$ cat config.mk
export PLATFORM = sky130hd
export DESIGN_NAME = gaa_rsp_queue
export DESIGN_NICKNAME = d
export VERILOG_FILES = /design/src/gaa_pkg.sv /design/src/gaa_rsp_queue.sv
export SDC_FILE = /design/constraint.sdc
export NUM_CORES = 1
export LEC_CHECK = 0
export BUFFER_PORTS_ARGS = -buffer_cell sky130_fd_sc_hd__buf_4
export CAP_MARGIN = 20
export CORE_ASPECT_RATIO = 1.1
export CORE_MARGIN = 2
export CORE_UTILIZATION = 57
export CTS_CLUSTER_SIZE = 14
export DETAILED_ROUTE_END_ITERATION = 8
export GPL_TIMING_DRIVEN = 0
export PLACE_DENSITY = 0.82
export SLEW_MARGIN = 20
export SYNTH_ARGS = -nofsm -noshare
export SYNTH_HDL_FRONTEND = slang
export SYNTH_SLANG_ARGS = --single-unit
$ cat constraint.sdc
create_clock -name clock -period 4.6 [get_ports clock]
set_clock_uncertainty 0.05 [all_clocks]
set_input_delay 0.23 -clock clock [delete_from_list [all_inputs] [get_ports clock]]
set_output_delay 0.23 -clock clock [all_outputs]
set_load 0.01 [all_outputs]
$ cat src/gaa_pkg.sv
// Shared types, codes and sizes of the grouped aggregate accumulator.
package gaa_pkg;

   // Default sizes handed to the top level parameters.
   localparam int NUM_GROUPS_DEFAULT = 1024;
   localparam int COUNT_BITS_DEFAULT = 48;

   // Fixed field widths of the request and response words.
   localparam int GROUP_BITS     = 10;
   localparam int VALUE_BITS     = 64;
   localparam int ROW_COUNT_BITS = 48;
   localparam int STATUS_BITS    = 3;
   localparam int MODE_BITS      = 2;
   localparam int KIND_BITS      = 4;

   // Widest group address that the parameter range can call for, plus one bit.
   localparam int WIDE_ADDR_BITS = 17;

   // Queue between front and back, and the response queue.
   localparam int QUEUE_DEPTH      = 4;
   localparam int QUEUE_PTR_BITS   = $clog2(QUEUE_DEPTH);
   localparam int QUEUE_LEVEL_BITS = $clog2(QUEUE_DEPTH + 1);
   localparam int RSP_DEPTH        = 4;
   localparam int RSP_PTR_BITS     = $clog2(RSP_DEPTH);
   localparam int RSP_LEVEL_BITS   = $clog2(RSP_DEPTH + 1);

   // Register port.
   localparam int CSR_ADDR_BITS = 3;
   localparam int CSR_DATA_BITS = 32;
   localparam logic CSR_REG_AGG_KIND     = 1'b0;
   localparam logic CSR_REG_DROP_MISSING = 1'b1;

   // Request modes.
   localparam logic [MODE_BITS-1:0] MODE_FEED = 2'd0;
   localparam logic [MODE_BITS-1:0] MODE_READ = 2'd1;
   localparam logic [MODE_BITS-1:0] MODE_INIT = 2'd2;

   // Aggregate kinds.
   localparam logic [KIND_BITS-1:0] AGG_COUNT_ALL   = 4'd0;
   localparam logic [KIND_BITS-1:0] AGG_COUNT_VALID = 4'd1;
   localparam logic [KIND_BITS-1:0] AGG_SUM         = 4'd2;
   localparam logic [KIND_BITS-1:0] AGG_AVERAGE     = 4'd3;
   localparam logic [KIND_BITS-1:0] AGG_MIN         = 4'd4;
   localparam logic [KIND_BITS-1:0] AGG_MAX         = 4'd5;
   localparam logic [KIND_BITS-1:0] AGG_EARLIEST    = 4'd6;
   localparam logic [KIND_BITS-1:0] AGG_LATEST      = 4'd7;
   localparam logic [KIND_BITS-1:0] AGG_ANY         = 4'd8;
   localparam logic [KIND_BITS-1:0] AGG_ALL         = 4'd9;

   // Result status codes.
   localparam logic [STATUS_BITS-1:0] STATUS_VALUE   = 3'd0;
   localparam logic [STATUS_BITS-1:0] STATUS_NA      = 3'd1;
   localparam logic [STATUS_BITS-1:0] STATUS_POS_INF = 3'd2;
   localparam logic [STATUS_BITS-1:0] STATUS_NEG_INF = 3'd3;
   localparam logic [STATUS_BITS-1:0] STATUS_NAN     = 3'd4;

   // Operation that the front hands to the back.
   typedef enum logic [1:0] {
      OP_FEED      = 2'd0,
      OP_READ      = 2'd1,
      OP_INIT      = 2'd2,
      OP_READ_MISS = 2'd3
   } op_type;

   typedef struct packed {
      op_type                        op;
      logic [GROUP_BITS-1:0]         group;
      logic signed [VALUE_BITS-1:0]  value;
      logic                          value_valid;
   } item_word_type;

   typedef struct packed {
      logic [GROUP_BITS-1:0]         group_out;
      logic [STATUS_BITS-1:0]        status;
      logic signed [VALUE_BITS-1:0]  result_value;
      logic [ROW_COUNT_BITS-1:0]     row_count;
   } rsp_word_type;

   typedef struct packed {
      logic [KIND_BITS-1:0] agg_kind;
      logic                 drop_missing;
   } cfg_type;

endpackage

$ cat src/gaa_rsp_queue.sv
// Response queue that holds finished read results until they are taken.
module gaa_rsp_queue (
   input  logic                                  clock,
   input  logic                                  reset,
   input  logic                                  push,
   input  gaa_pkg::rsp_word_type                 word_in,
   output logic [gaa_pkg::RSP_LEVEL_BITS-1:0]    level,
   output logic                                  rsp_empty,
   input  logic                                  rsp_pop,
   output gaa_pkg::rsp_word_type                 head
);
   import gaa_pkg::*;

   rsp_word_type                slot_ff [RSP_DEPTH];
   logic [RSP_PTR_BITS-1:0]     wr_ptr_ff, wr_ptr_in;
   logic [RSP_PTR_BITS-1:0]     rd_ptr_ff, rd_ptr_in;
   logic [RSP_LEVEL_BITS-1:0]   level_ff, level_in;
   logic                        pop;

   assign rsp_empty = (level_ff == '0);
   assign pop       = rsp_pop & ~rsp_empty;

   // Pointers and fill level; the back end only pushes when there is room.
   always_comb begin
      wr_ptr_in = push ? RSP_PTR_BITS'(wr_ptr_ff + 1'b1) : wr_ptr_ff;
      rd_ptr_in = pop  ? RSP_PTR_BITS'(rd_ptr_ff + 1'b1) : rd_ptr_ff;
      level_in  = level_ff + RSP_LEVEL_BITS'(push) - RSP_LEVEL_BITS'(pop);
   end

   always_ff @(posedge clock) begin
      if (reset) begin
         wr_ptr_ff <= '0;
         rd_ptr_ff <= '0;
         level_ff  <= '0;
      end else begin
         wr_ptr_ff <= wr_ptr_in;
         rd_ptr_ff <= rd_ptr_in;
         level_ff  <= level_in;
      end
   end

   always_ff @(posedge clock) begin
      if (push) begin
         slot_ff[wr_ptr_ff] <= word_in;
      end
   end

   assign level = level_ff;
   assign head  = slot_ff[rd_ptr_ff];

endmodule

Word level (Yosys, flattened, before mapping)
Memory sizes are Yosys's and may differ from the RTL's. A register that Yosys moved wholly into a read port is not among the register bits.
Index checks and enable logic that the tools add are counted.
{ "op_classes": {"shifts": 0, "add_sub_neg": 4, "n_eq_ne": 0, "magnitude_cmp": 0, "n_mul": 0, "n_div": 0, "bitwise": 2, "n_mux": 4, "reduce_logical": 1} }
{ "op_table": {"columns": ["cell", "n"], "rows": [
  ["2-bit by 1-bit adder with 2-bit output, second input constant", 2],
  ["2-bit 2-to-1 mux", 2],
  ["3-bit by 1-bit adder with 3-bit output", 1],
  ["3-bit zero test", 1],
  ["3-bit by 1-bit subtractor with 3-bit output", 1],
  ["1-bit 2-to-1 mux", 2],
  ["1-bit AND", 1],
  ["1-bit NOT", 1]
]} }
{ "word_totals": {"mem_bits_rw": 500, "register_bits": 7, "mem_bits_ro": 0, "memories": 1, "word_cells": 15, "input_bits": 129, "latchBits": 0, "out_inout_bits": 129} }
{ "mem_list": {"columns": ["memory", "depth", "width", "read_ports", "rd_clocked_by_memory_dff", "wr", "line_no", "source"], "rows": [
  ["slot_ff", 4, 125, 1, 1, 1, "gaa_rsp_queue.sv:14", "rsp_word_type slot_ff [RSP_DEPTH];"]
]} }

Depth between registers and ports, before layout
{ "depth": {"depth_word": 5, "ltp_mapped": 8, "depth_no_buf": 8} }

Worst setup path after synthesis
No wires, ideal clock.
{ "synth_path": {"kind": "register to register", "startpoint": "register wr_ptr_ff[0]", "endpoint": "memory slot_ff[0][0] (netlist name), enable pin", "required_time_ps": 4052, "setup_slack_ps": 639, "period_less_slack_ps": 3961, "setup_ps": 498, "arrival_time_ps": 3413, "n_path_buf": 0, "stages_incl_launch_ff": 4, "cell_sequence": "dfxtp_1 > inv_1 > ha_1 > and2_1"} }
{ "synth_rtl": {"columns": ["element", "line_no", "source"], "rows": [
  ["start, declared", "gaa_rsp_queue.sv:15", "logic [RSP_PTR_BITS-1:0] wr_ptr_ff, wr_ptr_in;"],
  ["start signal, assigned", "gaa_rsp_queue.sv:36", "wr_ptr_ff <= wr_ptr_in;"],
  ["end, declared", "gaa_rsp_queue.sv:14", null]
]} }
Straight into the memory's write port.

==> results_dict.tcl <==
set metrics [dict create \
    hpwl_um 22300 \
    dp.cells 1390 \
    period_share_pct 56.7 \
    worstMarginPinSlew_ns 0.696 \
    synth_area_leader_cell "edfxtp_1" \
    p_leak_nw 8.18 \
    cts-root-buf "clkbuf_16" \
    ys_ff_latch 509 \
    arrival_ns 2.33 \
    synth.distinct_cells 19 \
    yosysWarnings 0 \
    finalWirelength_um 38400 \
    die_h_um 193 \
    hold_path.class "primary input to register" \
    drv_cap 0 \
    area_delta_synth_final_pct 29.5 \
    yosys-top-cells-area "edfxtp_1 81%, mux4_2 15%, dfxtp_1 0.98%" \
    criticalPathCategory "register to output port" \
    wl_per_cell_um 23.9 \
    drive_above_1_share_pct 41.1 \
    rsz0062_at_grt "false" \
    numPortBuffers 256 \
    hold_slack_ns 0.0435 \
    worst_setup_path_start_kind "register" \
    vdd_drop_max_uv 477 \
    antenna_found_initial 4 \
    yosysMostFrequentCell "edfxtp_1" \
    finalHoldViolCount 0 \
    top_level_ports 258 \
    syn_area_um2 18500 \
    ctsHtreeMaxLevel 2 \
    overflow 0 \
    first_global_vias 9523 \
    cts_hold_buf 126 \
    worstPathRequired_ns 4.32 \
    dieWidth_um 176 \
    final-setup-viol-count 0 \
    core.rowCount 69 \
    status "completed" \
    clk_path_buf_depth 3 \
    tritoncts "yes" \
    gp_congestion 0.699 \
    drt_iter0_drc 647 \
    final_cell_count_no_fill 1606 \
    synth-edff-count 500 \
    powerDensity_nw_per_um2 481 \
    dr.pass1.iters 5 \
    cts_buffers 48 \
    die_area_um2 33900 \
    synth_nets 833 \
    synth_cells 697 \
    clk_latency_ns 0.55 \
    endpoint_kind "output port" \
    critPathMaxFanout 10 \
    seq_area_frac_synth_pct 82.3 \
    clock_sinks 509 \
    grt_max_degree 47 \
    viasPerCell 5.58 \
    yosysTopAreaCellShare_pct 81.3 \
    synth_ff_type "edfxtp_1" \
    grt_pass1_wl_um 57200 \
    drv_slew 0 \
    max_freq_mhz 383 \
    dr_total_vias 8960 \
    coreArea_um2 32100 \
    clk_pin_slew_ns 0.06 \
    route.detailed.drc 0 \
    post_cts.repair.setup_buffers 0 \
    postCtsResizedCells 0 \
    fin_crit_ns 2.61 \
    start_util_pct 57.5 \
    ys_top_cells_by_count "500 x edfxtp_1, 125 x mux4_2, 14 x buf_2" \
    async_reset_ff_share_pct 0 \
    grt_usage_pct 23.0 \
    nets 1276 \
    synth_area_per_cell_um2 26.5 \
    max_slew_margin_pct 53.6 \
    ant_nets 0 \
]
worst max-delay path, cell delays in order, from the launching register on:
cell and delay, ns:
dfxtp_1 0.30, buf_2 0.28, buf_2 0.34, buf_2 0.34
mux4_2 0.36, buf_4 0.17
report_power, final:
part           total (W)  switching (W)  internal, W
combinational    0.00239        0.00110      0.00129
sequential       0.00542      0.0000771      0.00534
clock            0.00371        0.00160      0.00211
final cells by class:
cell class,instances,area [um^2]
Tap cell,426,533
Timing Repair Buffer,393,3440
Clock buffer,60,1270
Inverter,5,18.8
Fill cell,1708,8190
Antenna cell,5,12.5
Buffer,29,179
Multi-Input combinational cell,154,3080
Sequential cell,509,15200
Clock inverter,25,191
metrics by stage:
stage	utilization (%)	total power, W	setup WS (ns)	cell area [um^2]	setup TNS, ns
finish	74.5	0.0115	1.99	23900	0
global route	74.5	0.0119	1.88	23900	0
CTS	74.4	0.0116	1.92	23900	0
detailed placement	66.0	0.00782	2.44	21200	0
global placement	65.1	0.00777	-1.51	20900	-745.72
floorplan	-	0.00680	0.639	18500	0
logic make-up (layout without fill, tap and decap cells):
kind of cell    after synthesis  count (layout)  share of synthesized area (%)
compound gates                2               2                         0.0949
xor+xnor                      2               2                          0.169
fa+ha+maj                     7               7                          0.515
buf+inv                      34             512                           1.07
flops                       509             509                           82.3
mux                         129             129                           15.5
other cells                   0               5                              0
simple gates                 14              14                          0.386
metal layers:
metal | part of all wire, % | GRT usage (%) | vias up
li1 | - | - | 3896
met1 | 38 | 28.8 | 4663
met2 | 53 | 40.8 | 337
met3 | 6.9 | 5.38 | 64
met4 | 2.3 | 6.20 | 0
met5 | 0 | 0 | -
flip-flops by register name, indices dropped and copies added (netlist names), named ones only:
name and count:
level 3, rd_ptr_ff 2, slot_ff 500, wr_ptr_ff 2
worst paths after layout:
check / startpoint / end / slack [ns] / depth (start not counted)
max: register / head[78] / 1.99 / 5
min: reset / level[1] / 0.04 / 2
max reg2reg: level[1] / level[2] / 2.39 / 8
min reg2reg: wr_ptr_ff[1] / wr_ptr_ff[1] / 0.51 / 2
placed cells by master, fill, tap and decap left out, types with 7 or more instances in the layout:
cell,Yosys,final
clkinv_1,0,11
edfxtp_1,500,500
buf_6,7,7
clkbuf_1,8,19
dlygate4sd3_1,0,126
clkbuf_16,0,49
clkinv_2,0,9
buf_4,0,256
mux4_2,125,125
dfxtp_1,9,9
buf_2,14,14
No activity file was read; power rests on OpenSTA's default activity.
