`config.mk`:
```
export PLATFORM = sky130hd
export DESIGN_NAME = gaa_front
export DESIGN_NICKNAME = d
export VERILOG_FILES = /design/src/gaa_pkg.sv /design/src/gaa_front.sv
export SDC_FILE = /design/constraint.sdc
export NUM_CORES = 1
export LEC_CHECK = 0
export BUFFER_PORTS_ARGS = -buffer_cell sky130_fd_sc_hd__buf_4
export CAP_MARGIN = 20
export CORE_ASPECT_RATIO = 2
export CORE_UTILIZATION = 51
export CTS_CLUSTER_SIZE = 25
export DETAILED_ROUTE_END_ITERATION = 8
export MAX_ROUTING_LAYER = met4
export PLACE_DENSITY = 0.72
export SLEW_MARGIN = 20
export SYNTH_ARGS = -nofsm -noshare
export SYNTH_HDL_FRONTEND = slang
export SYNTH_SLANG_ARGS = --single-unit
```
`constraint.sdc`:
```
create_clock -name clock -period 2.99 [get_ports clock]
set_clock_uncertainty 0.15 [all_clocks]
set_input_delay 0.299 -clock clock [delete_from_list [all_inputs] [get_ports clock]]
set_output_delay 0.299 -clock clock [all_outputs]
set_load 0.05 [all_outputs]
```
`src/gaa_pkg.sv`:
```
// Shared types, codes and sizes of the grouped aggregate accumulator.
package gaa_pkg;

   // Default sizes handed to the top level parameters.
   localparam int NUM_GROUPS_DEFAULT = 1024;
   localparam int COUNT_BITS_DEFAULT = 48;

   // Fixed field widths of the request and response words.
   localparam int GROUP_BITS     = 10;
   localparam int VALUE_BITS     = 64;
   localparam int ROW_COUNT_BITS = 48;
   localparam int STATUS_BITS    = 3;
   localparam int MODE_BITS      = 2;
   localparam int KIND_BITS      = 4;

   // Widest group address that the parameter range can call for, plus one bit.
   localparam int WIDE_ADDR_BITS = 17;

   // Queue between front and back, and the response queue.
   localparam int QUEUE_DEPTH      = 4;
   localparam int QUEUE_PTR_BITS   = $clog2(QUEUE_DEPTH);
   localparam int QUEUE_LEVEL_BITS = $clog2(QUEUE_DEPTH + 1);
   localparam int RSP_DEPTH        = 4;
   localparam int RSP_PTR_BITS     = $clog2(RSP_DEPTH);
   localparam int RSP_LEVEL_BITS   = $clog2(RSP_DEPTH + 1);

   // Register port.
   localparam int CSR_ADDR_BITS = 3;
   localparam int CSR_DATA_BITS = 32;
   localparam logic CSR_REG_AGG_KIND     = 1'b0;
   localparam logic CSR_REG_DROP_MISSING = 1'b1;

   // Request modes.
   localparam logic [MODE_BITS-1:0] MODE_FEED = 2'd0;
   localparam logic [MODE_BITS-1:0] MODE_READ = 2'd1;
   localparam logic [MODE_BITS-1:0] MODE_INIT = 2'd2;

   // Aggregate kinds.
   localparam logic [KIND_BITS-1:0] AGG_COUNT_ALL   = 4'd0;
   localparam logic [KIND_BITS-1:0] AGG_COUNT_VALID = 4'd1;
   localparam logic [KIND_BITS-1:0] AGG_SUM         = 4'd2;
   localparam logic [KIND_BITS-1:0] AGG_AVERAGE     = 4'd3;
   localparam logic [KIND_BITS-1:0] AGG_MIN         = 4'd4;
   localparam logic [KIND_BITS-1:0] AGG_MAX         = 4'd5;
   localparam logic [KIND_BITS-1:0] AGG_EARLIEST    = 4'd6;
   localparam logic [KIND_BITS-1:0] AGG_LATEST      = 4'd7;
   localparam logic [KIND_BITS-1:0] AGG_ANY         = 4'd8;
   localparam logic [KIND_BITS-1:0] AGG_ALL         = 4'd9;

   // Result status codes.
   localparam logic [STATUS_BITS-1:0] STATUS_VALUE   = 3'd0;
   localparam logic [STATUS_BITS-1:0] STATUS_NA      = 3'd1;
   localparam logic [STATUS_BITS-1:0] STATUS_POS_INF = 3'd2;
   localparam logic [STATUS_BITS-1:0] STATUS_NEG_INF = 3'd3;
   localparam logic [STATUS_BITS-1:0] STATUS_NAN     = 3'd4;

   // Operation that the front hands to the back.
   typedef enum logic [1:0] {
      OP_FEED      = 2'd0,
      OP_READ      = 2'd1,
      OP_INIT      = 2'd2,
      OP_READ_MISS = 2'd3
   } op_type;

   typedef struct packed {
      op_type                        op;
      logic [GROUP_BITS-1:0]         group;
      logic signed [VALUE_BITS-1:0]  value;
      logic                          value_valid;
   } item_word_type;

   typedef struct packed {
      logic [GROUP_BITS-1:0]         group_out;
      logic [STATUS_BITS-1:0]        status;
      logic signed [VALUE_BITS-1:0]  result_value;
      logic [ROW_COUNT_BITS-1:0]     row_count;
   } rsp_word_type;

   typedef struct packed {
      logic [KIND_BITS-1:0] agg_kind;
      logic                 drop_missing;
   } cfg_type;

endpackage

```
`src/gaa_front.sv`:
```
// Front end: accepts request words, classifies them and queues them for the back end.
module gaa_front #(
   parameter int NUM_GROUPS = gaa_pkg::NUM_GROUPS_DEFAULT
) (
   input  logic                                   clock,
   input  logic                                   reset,
   input  logic                                   req_push,
   output logic                                   req_full,
   input  logic [gaa_pkg::MODE_BITS-1:0]          req_mode,
   input  logic [gaa_pkg::GROUP_BITS-1:0]         req_group_index,
   input  logic signed [gaa_pkg::VALUE_BITS-1:0]  req_value_in,
   input  logic                                   req_value_valid,
   input  logic                                   hold,
   output logic                                   q_valid,
   output gaa_pkg::item_word_type                 q_word,
   input  logic                                   q_pop
);
   import gaa_pkg::*;

   logic                          in_range;
   logic                          keep;
   op_type                        op;
   logic                          accept;
   logic                          push;
   item_word_type                 word_in;
   item_word_type                 slot_ff [QUEUE_DEPTH];
   logic [QUEUE_PTR_BITS-1:0]     wr_ptr_ff, wr_ptr_in;
   logic [QUEUE_PTR_BITS-1:0]     rd_ptr_ff, rd_ptr_in;
   logic [QUEUE_LEVEL_BITS-1:0]   level_ff, level_in;

   // Classify the word: unused modes are dropped, as are groups past the table except for reads, which answer NA.
   always_comb begin
      in_range = WIDE_ADDR_BITS'(req_group_index) < WIDE_ADDR_BITS'(NUM_GROUPS);
      keep     = 1'b0;
      op       = OP_FEED;
      case (req_mode)
         MODE_FEED: begin
            keep = in_range;
            op   = OP_FEED;
         end
         MODE_READ: begin
            keep = 1'b1;
            op   = in_range ? OP_READ : OP_READ_MISS;
         end
         MODE_INIT: begin
            keep = in_range;
            op   = OP_INIT;
         end
         default: begin
            keep = 1'b0;
            op   = OP_FEED;
         end
      endcase
   end

   assign req_full = (level_ff == QUEUE_LEVEL_BITS'(QUEUE_DEPTH)) | hold;
   assign accept   = req_push & ~req_full;
   assign push     = accept & keep;

   assign word_in.op          = op;
   assign word_in.group       = req_group_index;
   assign word_in.value       = req_value_in;
   assign word_in.value_valid = req_value_valid;

   // Queue pointers and fill level.
   always_comb begin
      wr_ptr_in = push  ? QUEUE_PTR_BITS'(wr_ptr_ff + 1'b1) : wr_ptr_ff;
      rd_ptr_in = q_pop ? QUEUE_PTR_BITS'(rd_ptr_ff + 1'b1) : rd_ptr_ff;
      level_in  = level_ff + QUEUE_LEVEL_BITS'(push) - QUEUE_LEVEL_BITS'(q_pop);
   end

   always_ff @(posedge clock) begin
      if (reset) begin
         wr_ptr_ff <= '0;
         rd_ptr_ff <= '0;
         level_ff  <= '0;
      end else begin
         wr_ptr_ff <= wr_ptr_in;
         rd_ptr_ff <= rd_ptr_in;
         level_ff  <= level_in;
      end
   end

   // Queue storage holds only payload.
   always_ff @(posedge clock) begin
      if (push) begin
         slot_ff[wr_ptr_ff] <= word_in;
      end
   end

   assign q_valid = (level_ff != '0);
   assign q_word  = slot_ff[rd_ptr_ff];

endmodule

```
# Word-level counts from Yosys, hierarchy flattened
# Memories as Yosys holds them, arrays and structs flattened. A register that Yosys moved wholly into a read port is not among the register bits.
# Cells that the tools add are included.
[classes]
n_lt_le_gt_ge = 0
n_mul = 0
div_mod_pow = 0
addsub = 4
n_shift = 0
reduce_logical = 3
bitwise = 4
eq_ne = 3
muxes = 6
[op_table]
columns = ["op", "n"]
rows = [
  ["adder 2 x 1 -> 2 bit, second input constant", 2],
  ["2-to-1 mux 2 bit", 2],
  ["one-hot mux 2 bit (2 select lines)", 1],
  ["adder 3 x 1 -> 3 bit", 1],
  ["== test 3 bit, second input constant", 1],
  ["2-to-1 mux 1 bit", 3],
  ["nonzero test 3 bit", 1],
  ["OR reduction 3 bit", 1],
  ["subtractor 3 x 1 -> 3 bit", 1],
  ["bitwise AND 1 bit", 2],
  ["== test 2 x 1 -> 1 bit, second input constant", 1],
  ["== test 2 bit, second input constant", 1],
  ["logical NOT 2 bit", 1],
  ["NOT 1 bit", 1],
  ["bitwise OR 1 bit", 1],
]
[word_totals]
inputBits = 82
regBits = 7
word_cells = 24
out_inout_bits = 79
ram_bits = 308
memories = 1
latch_bits = 0
mem_bits_ro = 0
[mem_list]
columns = ["name", "words", "word_bits", "read_ports", "rd_ports_with_merged_regs", "write_ports", "line", "rtl"]
rows = [
  ["slot_ff", 4, 77, 1, 1, 1, "gaa_front.sv:26", "item_word_type slot_ff [QUEUE_DEPTH];"],
]

# Depth between registers and ports, before layout
# Gate-level depths: netlist (run 1).
[depth]
ltp_word = 7
ltp_mapped = 8
mapped_depth_nobuf = 8

# Worst setup path after synthesis (run 1)
# No wires, ideal clock.
[synth_path]
path_type = "input port to flip-flop"
start = "input req_push"
end = "memory slot_ff[2][0] (netlist name) (enable)"
setup_ns = 0.444
cell_stages = 3
arrival_ns = 2.688
setup_slack_ns = -0.291
n_path_buf = 0
required_ns = 2.396
cell_sequence = "a21bo_2 > a211oi_4 > and2_1"
[synth_via]
elab_chain_len = 4
[synth_lines]
columns = ["item", "line", "rtl"]
rows = [
  ["from (decl)", "gaa_front.sv:7", "input logic req_push,"],
  ["bitwise AND 1 bit", "gaa_front.sv:57", "assign accept = req_push & ~req_full;"],
  ["bitwise AND 1 bit", "gaa_front.sv:58", "assign push = accept & keep;"],
  ["via push", "gaa_front.sv:24", "logic push;"],
  ["2-to-1 mux 1 bit", "gaa_front.sv:86", "if (push) begin"],
  ["2-to-1 mux 1 bit (not written as such)", "gaa_front.sv:87", "slot_ff[wr_ptr_ff] <= word_in;"],
  ["to (decl)", "gaa_front.sv:26", ""],
]
# The timed path passes the listed nets, and every way through them passes these cells.

==> run_results.csv, run 1 <==
group,metric,value,unit
clock_network,cts_hold_buf,81,
clock_network,cts_resized,0,
placed_design,place_area,0.0132,sq mm
logic_synthesis,syn_inst,454,
power,p_leak,5.06,nW
clock_network,cts.sinks,317,
final_layout,seqCellArea,0.00944,sq mm
setup_path,rr_startpoint,"level_ff[1]",
logic_synthesis,yosys-top-cells-area,"edfxtp_1, mux4_2, dfxtp_1, buf_12, ha_1",
final_layout,stdcell_area,0.0149,sq mm
routing,drc,0,
clock_network,clockRootBuffer,"clkbuf_16",
power,power_per_cell_area,678,mW/mm^2
floorplan,start_util,52.3,%
final_layout,area_delta_synth_final,28.2,%
logic_synthesis,syn_nets,543,
power,combPwrFrac,15.9,%
sta,finalSetupViolCount,0,
global_routing,grt_max_degree,41,
global_routing,gr-total-overflow,0,
global_routing,antenna_found_initial,2,
power,pwr-share-seq,50.4,%
global_routing,grt_pass1_vias,6116,
logic_synthesis,synth.yosys.seq_area_share,81.0,%
power,vdd_ir_drop_max,563,uV
routing,wl,22.0,mm
setup_path,endpoint_kind,"output port",
global_routing,track_usage,20.3,%
clock_network,clk_latency,0.53,ns
outcome,run_status,"finished clean",
clock_network,tritoncts,"built",
setup_path,cp_max_fo,29,
final_layout,fill_cells,1381,
final_layout,final_util,67.0,%
logic_synthesis,synth_area_per_cell,25.6,sq um
sta,fin_crit_sh,90.7,%
floorplan,coreArea,0.0223,sq mm
placed_design,port_buffers,160,
logic_synthesis,synth_top_cell_by_area,"edfxtp_1",
logic_synthesis,yosysUniqueCellTypes,24,
final_layout,multi_input_area,0.00203,sq mm
sta,min_period,2.71,ns
run,maxCapViolations,0,
sta,fmax,369,MHz
floorplan,die_x,109,microns
routing,num_vias,5570,
setup_path,critical_path.startpoint_type,"flip-flop",
placed_design,gp_congestion,0.757,
clock_network,cts_buffer_depth,3,
final_layout,layout_common_cells,"edfxtp_1, buf_4, dlygate4sd3_1",
setup_path,crit_arrival,2.26,ns
power,p_clk_share,33.7,%
logic_synthesis,synth.top_cell.area_share,79.5,%
clock_network,cts.clk_slew.worst_paths,0.07,ns
routing,drtIter0Drc,259,
logic_synthesis,netlist_area,0.0116,sq mm
routing,wl_per_cell,21.6,microns
power,swShare,25.1,%
logic_synthesis,yosys_warnings,0,
setup_path,path_class,"reg2out",
clock_network,post-cts-setup-buffer-count,0,
routing,post_drt_via_cell_ratio,5.48,
power,switching_power,2.54,mW
final_layout,drive_above_1_share,40.9,%
final_layout,layout_commonest_cell,"edfxtp_1",
routing,final_antenna_net_count,0,
sta,rsz0062_at_grt,"false",
setup_path,required,2.54,ns
floorplan,dieArea,0.0235,sq mm
floorplan,die_y,216,microns
global_routing,grt_pass1_wl,33.9,mm
sta,finalHoldViolations,0,
hold_path,hold_start,"req_push",
clock_network,cts_buffers,27,
clock_network,htreeDepth,1,
hold_path,hold_class,"in2reg",
floorplan,boundaryPins,161,
power,internal_power,7.57,mW
sta,maxSlewViolCount,0,
routing,dr.pass1.iters,4,
final_layout,nets,810,
sta,relSlewSlack,68.9,%
floorplan,rows,77,
logic_synthesis,ys_ff_latch,317,
placed_design,dp_hpwl,13.7,mm
sta,worst_pin_slew,0.467,ns
sta,timing.setup.tns,0,ns
[critical path: stages, from the launching register on]
cell and delay [ns]:
dfxtp_4 0.60, buf_12 0.30, mux4_2 0.59, buf_4 0.22
[final timing paths]
check | to | cells after the start | slack [ns]
min | wr_ptr_ff[1] | 4 | 0.18
max | q_word[34] | 3 | 0.28
max reg2reg | slot_ff[3][69] | 4 | 0.76
min reg2reg | rd_ptr_ff[1] | 2 | 0.39
[registers in the layout (all words and copies together), names as in the netlist, named ones only]
signal	flops
level_ff	3
rd_ptr_ff	2
slot_ff	308
wr_ptr_ff	2
[power groups by stage]
stage	Sequential, mW	Combinational (mW)	Clock, mW
after floorplan	5.15	1.07	0
after global placement	5.18	1.51	0
after detailed placement	5.19	1.53	0
after CTS	5.09	1.63	3.47
after global routing	5.10	1.68	3.63
final	5.09	1.61	3.41
[synthesized netlist by cell type]
master / count
a211oi_4: 1
buf_12: 4
dfxtp_1: 9
xnor2_1: 3
clkbuf_1: 5
fa_1: 1
or3_1: 1
nand2b_1: 2
a21o_1: 1
edfxtp_1: 308
nor2b_1: 4
and2_1: 4
buf_2: 5
xor2_1: 1
buf_6: 1
nand2_1: 1
ha_1: 6
buf_4: 4
mux2i_1: 1
mux4_2: 77
a21bo_2: 1
inv_1: 6
mux2_2: 1
nor2_1: 7
[through the flow]
step                setup slack (ns)  hold WS [ns]  power [mW]  instances
detailed placement             0.619         0.352        6.72        887
CTS                            0.196         0.174        10.2       1015
global placement               0.668         0.343        6.69        887
global route                   0.126         0.178        10.4       1017
finish                         0.277         0.185        10.1       1017
floorplan                      0.543         0.248        6.22        454
[logic make-up after synthesis]
family                     count (synthesis)  share of synthesized area [%]
xor gates and xnor gates                   4                          0.301
DFF                                      317                           81.0
buffers and inverters                     25                           1.61
and+or+nand+nor                           19                          0.849
AOI/OAI and AO/OA                          3                          0.323
adders and majority gates                  7                          0.817
muxes                                     79                           15.1
[cell type report]
cell class / instances / area share, %
diodes: 2 / 0.0335
clock inverters: 16 / 1.13
inverters: 6 / 0.151
clock buffers: 31 / 4.63
repair buffers: 257 / 14.9
well taps: 276 / 2.31
multi-input cells: 112 / 13.6
flip-flops and latches: 317 / 63.2
[metal layers]
layer | vias to the layer above | track usage (%) | share of wire, %
met4 | 0 | 10.8 | 5.0
met2 | 164 | 33.9 | 54
met5 | - | - | 0
li1 | 2449 | - | -
met1 | 2892 | 23.8 | 37
met3 | 65 | 2.66 | 3.9
(Power assumes the default switching activity.)
==> run 2, diff against run 1 <==
--- a/config.mk
+++ b/config.mk
@@ -7,7 +7,7 @@
 export LEC_CHECK = 0
 export BUFFER_PORTS_ARGS = -buffer_cell sky130_fd_sc_hd__buf_4
 export CAP_MARGIN = 20
-export CORE_ASPECT_RATIO = 2
+export CORE_ASPECT_RATIO = 0.6
 export CORE_UTILIZATION = 51
 export CTS_CLUSTER_SIZE = 25
 export DETAILED_ROUTE_END_ITERATION = 8
==> run 2 against run 1 <==
  * Sequential power hardly changed
  * First-iteration DRC count grew 26%
  * Routed wire length down 0.91%
  * Core utilization increased by 0.54 points
  * Flip-flop and latch count is the same
  * Power up 2.0%
  * Non-clock buffer count shrank 4
  * Global-route usage shrank 0.77 points
  * Critical endpoint is now q_word[28]
  * Largest cell class unchanged
  * Highest routed layer unchanged
==> run_results.csv, run 2 (same netlist as run 1, synthesis figures left out) <==
group,metric,value,unit
setup_path,cp_max_fo,29,
run,maxCapViolations,0,
clock_network,cts_hold_buf,80,
sta,fmax,379,MHz
setup_path,endpoint_kind,"output port",
clock_network,cts.clk_slew.worst_paths,0.06,ns
final_layout,nets,807,
setup_path,critical_path.startpoint_type,"flip-flop",
clock_network,htreeDepth,1,
floorplan,die_x,197,microns
global_routing,gr-total-overflow,0,
floorplan,coreArea,0.0222,sq mm
placed_design,gp_congestion,0.744,
final_layout,stdcell_count,1047,
sta,min_period,2.64,ns
routing,wl_per_cell,20.8,microns
global_routing,antenna_found_initial,0,
final_layout,largest_reg_flops,308,
sta,relSlewSlack,71.8,%
power,vdd_ir_drop_max,573,uV
sta,hold_slack,0.162,ns
sta,finalHoldViolations,0,
power,p_leak,5.09,nW
final_layout,largestRegisters,"slot_ff: 308 flops, level_ff: 3 flops",
power,power_per_cell_area,687,mW/mm^2
final_layout,layout_common_cells,"edfxtp_1, buf_4, dlygate4sd3_1",
placed_design,dp_hpwl,13.0,mm
clock_network,cts_buffers,28,
clock_network,cts_resized,0,
final_layout,area_delta_synth_final,29.1,%
routing,wl,21.8,mm
routing,drtIter0Drc,327,
setup_path,path_class,"reg2out",
clock_network,cts.sinks,317,
final_layout,n_antenna_cell,0,
routing,final_antenna_net_count,0,
final_layout,layout_commonest_cell,"edfxtp_1",
setup_path,crit_arrival,2.19,ns
global_routing,grt_max_degree,54,
placed_design,port_buffers,160,
routing,drc,0,
global_routing,grt_pass1_vias,5764,
floorplan,rows,42,
sta,fin_crit_sh,88.3,%
sta,worst_pin_slew,0.423,ns
sta,timing.setup.tns,0,ns
sta,rsz0062_at_grt,"false",
placed_design,dp_cells,916,
final_layout,regMostFlops,"slot_ff",
outcome,run_status,"finished clean",
final_layout,drive_above_1_share,40.5,%
floorplan,boundaryPins,161,
hold_path,hold_class,"in2reg",
sta,maxSlewViolCount,0,
clock_network,clockRootBuffer,"clkbuf_16",
clock_network,tritoncts,"built",
global_routing,grt_pass1_wl,33.1,mm
floorplan,start_util,52.4,%
clock_network,cts_buffer_depth,3,
clock_network,clk_latency,0.53,ns
clock_network,post-cts-setup-buffer-count,0,
setup_path,required,2.54,ns
global_routing,track_usage,19.6,%
routing,post_drt_via_cell_ratio,5.28,
routing,num_vias,5532,
floorplan,dieArea,0.0234,sq mm
sta,finalSetupViolCount,0,
floorplan,die_y,119,microns
routing,dr.pass1.iters,4,
==> run 2: cell type report <==
class / instances / area [sq um]
fill: 1398 / 7210
tap: 308 / 385
clock inverter: 9 / 120
inverter: 6 / 22.5
multi-input combinational: 112 / 2030
clock buffer: 42 / 815
sequential: 317 / 9440
timing repair buffer: 253 / 2210
==> run 2: critical path, stage by stage (launching register included) <==
cell and delay [ns]:
dfxtp_4 0.58, buf_4 0.46, mux4_2 0.41, buf_4 0.21
==> run 2: per-stage QoR <==
stage          cell area [sq um]  utilization, %  worst slack, ns  power (mW)
2_1_floorplan              11600               -            0.543        6.22
3_3_place_gp               13300            59.8            0.722        6.68
3_5_place_dp               13300            59.8            0.679        6.71
4_1_cts                    15000            67.6            0.267        10.4
5_1_grt                    15000            67.6            0.245        10.6
6_report                   15000            67.6            0.350        10.3
==> run 2: worst paths after layout <==
check             depth (start not counted)        endpoint  slack, ns    startpoint
setup / recovery                          3      q_word[28]       0.35     flip-flop
hold / removal                            4    wr_ptr_ff[1]       0.16      req_push
setup reg to reg                          4  slot_ff[1][55]       0.85   level_ff[1]
hold reg to reg                           2    rd_ptr_ff[1]       0.39  rd_ptr_ff[1]
==> run 2: routing by layer <==
| metal | GRT usage [%] | routed length, microns | part of all wire, % |
|---|---|---|---|
| met2 | 30.2 | 10400 | 48 |
| met1 | 27.3 | 9640 | 44 |
| met5 | - | 0 | 0 |
| met4 | 3.49 | 299 | 1.4 |
| met3 | 4.67 | 1470 | 6.7 |
==> run 2: power by group <==
| part | switching, mW | total (mW) | internal (mW) |
|---|---|---|---|
| registers | 0.0562 | 5.08 | 5.02 |
| logic | 0.985 | 1.61 | 0.628 |
| clock network | 1.49 | 3.63 | 2.13 |
==> run 3, diff against run 2 <==
--- a/config.mk
+++ b/config.mk
@@ -8,11 +8,11 @@
 export BUFFER_PORTS_ARGS = -buffer_cell sky130_fd_sc_hd__buf_4
 export CAP_MARGIN = 20
 export CORE_ASPECT_RATIO = 0.6
-export CORE_UTILIZATION = 51
+export CORE_UTILIZATION = 50
 export CTS_CLUSTER_SIZE = 25
 export DETAILED_ROUTE_END_ITERATION = 8
 export MAX_ROUTING_LAYER = met4
-export PLACE_DENSITY = 0.72
+export PLACE_DENSITY = 0.83
 export SLEW_MARGIN = 20
 export SYNTH_ARGS = -nofsm -noshare
 export SYNTH_HDL_FRONTEND = slang
==> run 3 against run 2 <==
  * Sequential power about the same
  * Count of clock-buffer cells in the layout down 10
  * Global-route usage is 0.69 points lower
  * Largest power group unchanged
==> run_results.csv, run 3 (same netlist as run 1, synthesis figures left out) <==
group,metric,value,unit
setup_path,required,2.54,ns
clock_network,htreeDepth,1,
hold_path,whs_endpoint,"wr_ptr_ff[1]",
final_layout,largest_reg_flops,308,
routing,final_antenna_net_count,0,
sta,fin_crit_sh,88.2,%
final_layout,drive_above_1_share,39.8,%
setup_path,critPathSlowestCell,"dfxtp_4",
routing,met2WireLength,10.2,mm
final_layout,regMostFlops,"slot_ff",
clock_network,cts.clk_slew.worst_paths,0.07,ns
final_layout,layout_commonest_cell,"edfxtp_1",
setup_path,rr_startpoint,"level_ff[1]",
sta,worst_pin_slew,0.519,ns
floorplan,die_x,199,microns
floorplan,start_util,51.9,%
setup_path,max_stage_delay,0.68,ns
routing,route.met3.wl,1.66,mm
clock_network,tritoncts,"built",
setup_path,critical_path.startpoint_type,"flip-flop",
routing,routedLengthMet1,9.26,mm
sta,relSlewSlack,65.4,%
clock_network,cts_resized,0,
routing,drc,0,
placed_design,gp_congestion,0.753,
global_routing,antenna_found_initial,3,
sta,rsz0062_at_grt,"false",
floorplan,rows,42,
floorplan,dieArea,0.0239,sq mm
setup_path,cp_max_fo,45,
power,p_clk_share,34.4,%
setup_path,crit_arrival,2.19,ns
setup_path,rr_worst_depth,4,
clock_network,clk_latency,0.53,ns
sta,hold_slack,0.154,ns
global_routing,grt_pass1_vias,5835,
setup_path,path_class,"reg2out",
power,internal_power,7.66,mW
power,p_leak,5.05,nW
setup_path,r2r_slack,0.87,ns
routing,drtIter0Drc,398,
run,maxCapViolations,0,
power,switching_power,2.53,mW
power,pwr-share-seq,49.9,%
power,combPwrFrac,15.7,%
clock_network,cts.sinks,317,
clock_network,cts_buffer_depth,3,
sta,maxSlewViolCount,0,
global_routing,grt_max_degree,78,
sta,finalHoldViolations,0,
sta,timing.setup.tns,0,ns
global_routing,gr-total-overflow,0,
global_routing,grt_pass1_wl,32.4,mm
outcome,run_status,"finished clean",
floorplan,die_y,120,microns
sta,finalSetupViolCount,0,
setup_path,crit_chain,"buf_12 > mux4_2 > buf_4",
routing,dr.max_layer_used,"met4",
final_layout,area_delta_synth_final,28.5,%
routing,dr.pass1.iters,4,
final_layout,layout_common_cells,"edfxtp_1, buf_4, dlygate4sd3_1",
hold_path,hold_start,"req_push",
routing,num_vias,5543,
sta,min_period,2.64,ns
power,power_per_cell_area,681,mW/mm^2
clock_network,cts_buffers,28,
routing,wl_per_cell,20.5,microns
power,swShare,24.8,%
global_routing,track_usage,18.9,%
final_layout,largestRegisters,"slot_ff: 308 flops, level_ff: 3 flops",
power,vdd_ir_drop_max,532,uV
placed_design,port_buffers,160,
hold_path,holdPathStages,4,
floorplan,boundaryPins,161,
clock_network,clockRootBuffer,"clkbuf_16",
final_layout,nets,803,
routing,wl,21.5,mm
setup_path,endpoint_kind,"output port",
sta,fmax,379,MHz
setup_path,reg2reg_to,"slot_ff[1][32]",
hold_path,hold_class,"in2reg",
placed_design,dp_hpwl,12.7,mm
floorplan,coreArea,0.0224,sq mm
routing,post_drt_via_cell_ratio,5.29,
run 3: repair_timing:
item	4_1_cts	5_1_grt
endpoints found under the hold margin	317	0
setup buffers	0	0
hold buffers	81	0
run 3: power by group through the flow:
stage / combinational [mW] / sequential [mW] / clock [mW]
CTS: 1.63 / 5.08 / 3.58
detailed placement: 1.53 / 5.18 / 0
global route: 1.69 / 5.09 / 3.73
finish: 1.60 / 5.08 / 3.50
floorplan: 1.07 / 5.15 / 0
global placement: 1.51 / 5.17 / 0
run 3: per-stage QoR:
step	cells	cell area, sq um	utilization [%]	setup WS, ns	total power, mW
2_1_floorplan	454	11600	-	0.543	6.22
3_3_place_gp	911	13200	59.0	0.784	6.68
3_5_place_dp	911	13200	59.0	0.722	6.71
4_1_cts	1044	15000	66.6	0.303	10.3
5_1_grt	1047	15000	66.7	0.263	10.5
6_report	1047	15000	66.7	0.354	10.2
run 3: worst max-delay path, delay by kind of cell, from the launching register on:
family   cells  cell delay [ns]
buf+inv      2             0.54
flops        1             0.68
mux          1             0.40
run 3: worst max path at each step:
| stage | end | slack (ns) | from |
|---|---|---|---|
| final | q_word[76] | 0.35 | flip-flop |
| after global routing | q_word[76] | 0.26 | flip-flop |
| after CTS | q_word[76] | 0.30 | flip-flop |
| after detailed placement | slot_ff[1][34] | 0.72 | req_mode[1] |
| after global placement | slot_ff[1][9] | 0.78 | req_mode[1] |
| after floorplan | slot_ff[0][0] | 0.54 | req_push |
run 3: layer usage:
metal	vias to the layer above	GRT usage [%]
met5	-	-
met4	0	3.51
met3	33	3.68
met2	206	29.7
met1	2859	26.3
li1	2445	-
run 3: cell type report:
class,instances,area (sq um)
sequential,317,9440
fill,1414,7480
timing repair buffer,249,2170
multi-input combinational,112,2030
clock buffer,32,737
tap,308,385
clock inverter,20,165
inverter,6,22.5
antenna,3,7.51
